[src/hw/rtl/tst_pkg.sv]
`default_nettype none
package tst_pkg;

  localparam int SLOTS = 16;
  localparam int SLOT_W = (SLOTS > 1) ? $clog2(SLOTS) : 1;
  localparam int CMP_W = (SLOT_W > 4) ? SLOT_W : 4;

  localparam logic [1:0] MODE_ADD    = 2'd0;
  localparam logic [1:0] MODE_CANCEL = 2'd1;

  localparam logic [1:0] STATUS_OK       = 2'd0;
  localparam logic [1:0] STATUS_FULL     = 2'd1;
  localparam logic [1:0] STATUS_BAD_SLOT = 2'd2;

  typedef struct packed {
    logic [1:0]  mode;
    logic [46:0] now_ms;
    logic [46:0] delay_ms;
    logic [3:0]  slot_id;
  } req_t;

  typedef struct packed {
    logic [1:0]  status;
    logic [3:0]  assigned_slot;
    logic [47:0] earliest_ms;
    logic        none_pending;
  } rsp_t;

  // search record walking down the row of slot cells
  typedef struct packed {
    logic [1:0]  mode;
    logic [47:0] deadline;
    logic [3:0]  slot_id;
    logic        placed;
    logic        hit;
    logic [3:0]  assigned;
    logic        found;
    logic [47:0] best;
  } rec_t;

endpackage
`default_nettype wire

[src/hw/rtl/tst_cell.sv]
`default_nettype none
module tst_cell (
  input  logic                      clk,
  input  logic                      rst,
  input  logic [tst_pkg::SLOT_W-1:0] cell_index,
  input  logic                      rec_in_valid,
  input  tst_pkg::rec_t             rec_in,
  output logic                      rec_out_valid,
  output tst_pkg::rec_t             rec_out
);
  import tst_pkg::*;

  logic        active;
  logic [47:0] deadline;
  logic        active_next;
  logic [47:0] deadline_next;
  rec_t        rec_next;
  logic        id_match;

  assign id_match = (CMP_W'(rec_in.slot_id) == CMP_W'(cell_index));

  always_comb begin
    active_next   = active;
    deadline_next = deadline;
    rec_next      = rec_in;
    if (rec_in_valid) begin
      if (rec_in.mode == MODE_ADD && !rec_in.placed && !active) begin
        active_next       = 1'b1;
        deadline_next     = rec_in.deadline;
        rec_next.placed   = 1'b1;
        rec_next.assigned = 4'(cell_index);
      end
      if (rec_in.mode == MODE_CANCEL && id_match && active) begin
        active_next  = 1'b0;
        rec_next.hit = 1'b1;
      end
      // minimum over the post-update slot state
      if (active_next) begin
        if (!rec_in.found || deadline_next < rec_in.best) begin
          rec_next.best = deadline_next;
        end
        rec_next.found = 1'b1;
      end
    end
  end

  always_ff @(posedge clk) begin
    if (rst) begin
      active        <= 1'b0;
      rec_out_valid <= 1'b0;
    end else begin
      active        <= active_next;
      rec_out_valid <= rec_in_valid;
    end
    deadline <= deadline_next;
    rec_out  <= rec_next;
  end

endmodule
`default_nettype wire

[src/hw/rtl/timer_slot_table.sv]
`default_nettype none
// Timer slot table with earliest-deadline search. Each slot lives in its own cell of a
// row of SLOTS cells; an accepted transaction becomes a search record that visits one
// cell per cycle, allocating the lowest free slot on add, freeing the named slot on
// cancel, and folding the smallest active deadline as it goes. One transaction is in
// the row at a time: the request is registered, passes through each cell in turn, the
// result is formed in the finish register and then handed to the output register once
// rsp_stall allows, and only then can the next request be accepted. A finished result
// may wait in the output register while the next transaction runs.
module timer_slot_table (
  input  logic          clk,
  input  logic          rst,
  input  logic          req_valid,
  output logic          req_stall,
  input  tst_pkg::req_t req,
  output logic          rsp_valid,
  input  logic          rsp_stall,
  output tst_pkg::rsp_t rsp
);
  import tst_pkg::*;

  logic       busy;
  logic       entry_valid;
  rec_t       entry_rec;
  logic       link_valid [0:SLOTS];
  rec_t       link_rec   [0:SLOTS];
  logic       fin_valid;
  rsp_t       fin;
  rsp_t       fin_next;
  rec_t       last;
  logic       req_take;
  logic       fin_move;

  assign req_stall = busy;
  assign req_take  = req_valid && !busy;
  assign fin_move  = fin_valid && (!rsp_valid || !rsp_stall);

  assign link_valid[0] = entry_valid;
  assign link_rec[0]   = entry_rec;

  for (genvar i = 0; i < SLOTS; i++) begin : g_cell
    tst_cell u_cell (
      .clk          (clk),
      .rst          (rst),
      .cell_index   (SLOT_W'(i)),
      .rec_in_valid (link_valid[i]),
      .rec_in       (link_rec[i]),
      .rec_out_valid(link_valid[i+1]),
      .rec_out      (link_rec[i+1])
    );
  end

  assign last = link_rec[SLOTS];

  always_comb begin
    fin_next.status = STATUS_OK;
    if (last.mode == MODE_ADD && !last.placed) begin
      fin_next.status = STATUS_FULL;
    end else if (last.mode == MODE_CANCEL && !last.hit) begin
      fin_next.status = STATUS_BAD_SLOT;
    end
    fin_next.assigned_slot = last.placed ? last.assigned : 4'd0;
    fin_next.earliest_ms   = last.found ? last.best : 48'd0;
    fin_next.none_pending  = !last.found;
  end

  always_ff @(posedge clk) begin
    if (rst) begin
      busy        <= 1'b0;
      entry_valid <= 1'b0;
      fin_valid   <= 1'b0;
      rsp_valid   <= 1'b0;
    end else begin
      entry_valid <= req_take;
      if (req_take) begin
        busy <= 1'b1;
      end else if (fin_move) begin
        busy <= 1'b0;
      end
      if (link_valid[SLOTS]) begin
        fin_valid <= 1'b1;
      end else if (fin_move) begin
        fin_valid <= 1'b0;
      end
      if (fin_move) begin
        rsp_valid <= 1'b1;
      end else if (!rsp_stall) begin
        rsp_valid <= 1'b0;
      end
    end
    if (req_take) begin
      entry_rec.mode     <= req.mode;
      entry_rec.deadline <= {1'b0, req.now_ms} + {1'b0, req.delay_ms};
      entry_rec.slot_id  <= req.slot_id;
      entry_rec.placed   <= 1'b0;
      entry_rec.hit      <= 1'b0;
      entry_rec.assigned <= 4'd0;
      entry_rec.found    <= 1'b0;
      entry_rec.best     <= 48'd0;
    end
    if (link_valid[SLOTS]) begin
      fin <= fin_next;
    end
    if (fin_move) begin
      rsp <= fin;
    end
  end

`ifndef NO_ASSERTIONS
  logic [SLOTS+1:0] token_bits;

  always_comb begin
    for (int k = 0; k <= SLOTS; k++) begin
      token_bits[k] = link_valid[k];
    end
    token_bits[SLOTS+1] = fin_valid;
  end

  a_one_token : assert property (@(posedge clk) disable iff (rst)
    $onehot0(token_bits))
    else $error("more than one transaction in the slot row");

  a_idle_empty : assert property (@(posedge clk) disable iff (rst)
    !busy |-> token_bits == '0)
    else $error("transaction in flight while idle");

  a_none_zero : assert property (@(posedge clk) disable iff (rst)
    rsp_valid && rsp.none_pending |-> rsp.earliest_ms == 48'd0)
    else $error("earliest deadline nonzero with nothing pending");

  a_full_pending : assert property (@(posedge clk) disable iff (rst)
    rsp_valid && rsp.status == STATUS_FULL |-> !rsp.none_pending)
    else $error("table full reported with no active slot");
`endif

endmodule
`default_nettype wire
[config.mk]
export PLATFORM = sky130hd
export DESIGN_NAME = timer_slot_table
export DESIGN_NICKNAME = d
export VERILOG_FILES = /design/src/hw/rtl/tst_pkg.sv /design/src/hw/rtl/tst_cell.sv /design/src/hw/rtl/timer_slot_table.sv
export SDC_FILE = /design/constraint.sdc
export NUM_CORES = 2
export LEC_CHECK = 0
export ABC_AREA = 0
export ABC_CLOCK_PERIOD_IN_PS = 13650
export BUFFER_PORTS_ARGS = -buffer_cell sky130_fd_sc_hd__buf_4
export CORE_MARGIN = 5
export CORE_UTILIZATION = 65
export DETAILED_ROUTE_END_ITERATION = 8
export PLACE_DENSITY = 0.82
export REMOVE_ABC_BUFFERS = 1
export SYNTH_ARGS = -nofsm -noshare
export SYNTH_HDL_FRONTEND = slang
export SYNTH_HIERARCHICAL = 1
export SYNTH_SLANG_ARGS = --single-unit
[constraint.sdc]
create_clock -name clk -period 13.65 [get_ports clk]
set_input_delay 2.73 -clock clk [delete_from_list [all_inputs] [get_ports clk]]
set_output_delay 2.73 -clock clk [all_outputs]
set_load 0.1 [all_outputs]
==> impl_metrics.tcl <==
set metrics [dict create \
    antenna_found_initial 2 \
    drt_iter0_drc 3519 \
    outcome "completed" \
    post_cts_resized 0 \
    p_total_uw 17600 \
    crit_top_cell "buf_4" \
    p_leak_uw 0.0506 \
    fin_worst_skew_ps 44.8 \
    tns_ps 0 \
    ios 161 \
    mostFrequentLayoutCells "dfxtp_1, mux2_2, edfxtp_1" \
    setup_viol 0 \
    cp.arrival_ps 6280 \
    start_kind "register" \
    syn-cell-area_um2 109000 \
    dpl.hpwl_um 160000 \
    wl_per_cell_um 19.5 \
    vias 64400 \
    intPower_uw 13600 \
    required_ps 14360 \
    cp_slowest_stage_delay_ps 1050 \
    n_fill_cell 10600 \
    netlist_instances 8500 \
    cts_tree "yes" \
    multiInputGateArea_um2 43000 \
    area_growth_pct 11.9 \
    min_period_ps 5580 \
    rows 150 \
    die_w_um 420 \
    layout.cells.non_filler 11400 \
    nets 9892 \
    worstPathMaxFanout 49 \
    post-route-period-util_pct 40.9 \
    first_pass_iters 6 \
    endpoint_kind "register" \
    slew-limit-headroom_pct 20.0 \
    die_area_um2 176000 \
    core_area_um2 167000 \
    dp.cells 10900 \
    grt_usage_pct 25.2 \
    slew_violations 0 \
    min_path_type "reg2reg" \
    critPathBufInv 3 \
    vdd.ir_drop.worst_mv 0.102 \
    drc_errors 0 \
    drt-total-wl_um 222000 \
    fin_util_pct 73.1 \
    grt_pass1_vias 67700 \
    layout_commonest_cell "dfxtp_1" \
    clock-root-buffer "clkbuf_16" \
    p_per_area_nw_per_um2 144 \
    postCtsSetupBuffers 0 \
    crit_slowest_cell "nor4_1" \
    pwr-share-seq_pct 51.4 \
    combPwrFrac_pct 7.7 \
    viasPerCell 5.65 \
    postRouteAntennaNets 0 \
    cts_hold_buffers 0 \
    avgSynthCellArea_um2 12.8 \
    grt.overflow.total 0 \
    h-tree-depth 5 \
    worst_slew_pin_slew_ps 1190 \
    swShare_pct 22.6 \
    seq_area_um2 62600 \
    power_switching_uw 3970 \
    worst_skew_pair.late_latency_ps 910 \
    cts_sinks 2660 \
    pwr-share-clk_pct 40.8 \
    crit_family "simple AND/OR/NAND/NOR gates" \
    fin_hold_ws_ps 322 \
    drv_cap 0 \
    die-height_um 420 \
    grt_pass1_wl_um 359000 \
    initial_core_util_pct 65.3 \
    grt_start_max_net_pins 97 \
    crit_chain "nor4_4 > buf_4 > mux2_2 > ha_1 > nand4_1 > nor4_1 > o221ai_1 > nand4_1 > buf_4 > or4_1 > buf_4 > a211oi_1" \
    fmax_ghz 0.179 \
    path_clk_slew_ps 60 \
    clock_path_buffers 4 \
    yosysWarnings 6 \
    place.gp.congestion 0.907 \
    hold_viol 0 \
    cts_made_buffers 279 \
    io_buffers 160 \
    layout-drive-gt1-share_pct 22.6 \
    rsz0062_at_grt "no" \
    critPathKind "reg2reg" \
]
-- power groups by stage --
stage / registers [uW] / clock network, uW / logic, uW
global route: 9100 / 7700 / 1530
CTS: 9050 / 7340 / 1360
finish: 9050 / 7190 / 1360
floorplan: 9040 / 0 / 1000
detailed placement: 9210 / 0 / 1330
global placement: 9190 / 0 / 1260
-- final cells by class --
| type | count | area share, % |
|---|---|---|
| clock inverters | 79 | 0.492 |
| well taps | 2204 | 2.26 |
| clock buffers | 409 | 6.68 |
| flip-flops and latches | 2660 | 51.2 |
| diodes | 2 | 0.00410 |
| inverters | 857 | 2.63 |
| repair buffers | 239 | 1.47 |
| multi-input cells | 4951 | 35.2 |
-- stage by stage --
step / area, um2 / setup WS [ps]
after floorplan: 109000 / 894
final: 122000 / 8070
after global placement: 113000 / 7870
after CTS: 122000 / 8230
after detailed placement: 113000 / 7800
after global routing: 122000 / 7990
-- sequential cells by signal (all words and copies together), names as in the netlist --
register	cells
rsp	55
g_cell.u_cell/rec_out_valid	16
entry_valid	1
entry_rec	54
g_cell.u_cell/active	16
g_cell.u_cell/deadline	768
fin_valid	1
rsp_valid	1
g_cell.u_cell/rec_out	1692
fin	55
req_stall	1
-- path summary, 6_finish.rpt --
check                                                      to  slack, ps  depth (start not counted)                    startpoint
worst min-delay path             g_cell[3].u_cell/rec_out[71]        320                          0  g_cell[2].u_cell/rec_out[71]
worst min register to register   g_cell[3].u_cell/rec_out[71]        320                          0  g_cell[2].u_cell/rec_out[71]
worst max-delay path            g_cell[14].u_cell/rec_out[19]       8070                         12      g_cell[14].u_cell/active
worst max register to register  g_cell[14].u_cell/rec_out[19]       8070                         12      g_cell[14].u_cell/active
-- routing by layer --
layer	GRT usage (%)	routed length (um)
met5	0	0
met4	13.3	12600
met3	3.71	8690
met2	46.6	116000
met1	28.1	85400
Note: power is estimated with default switching activity, not from simulation.
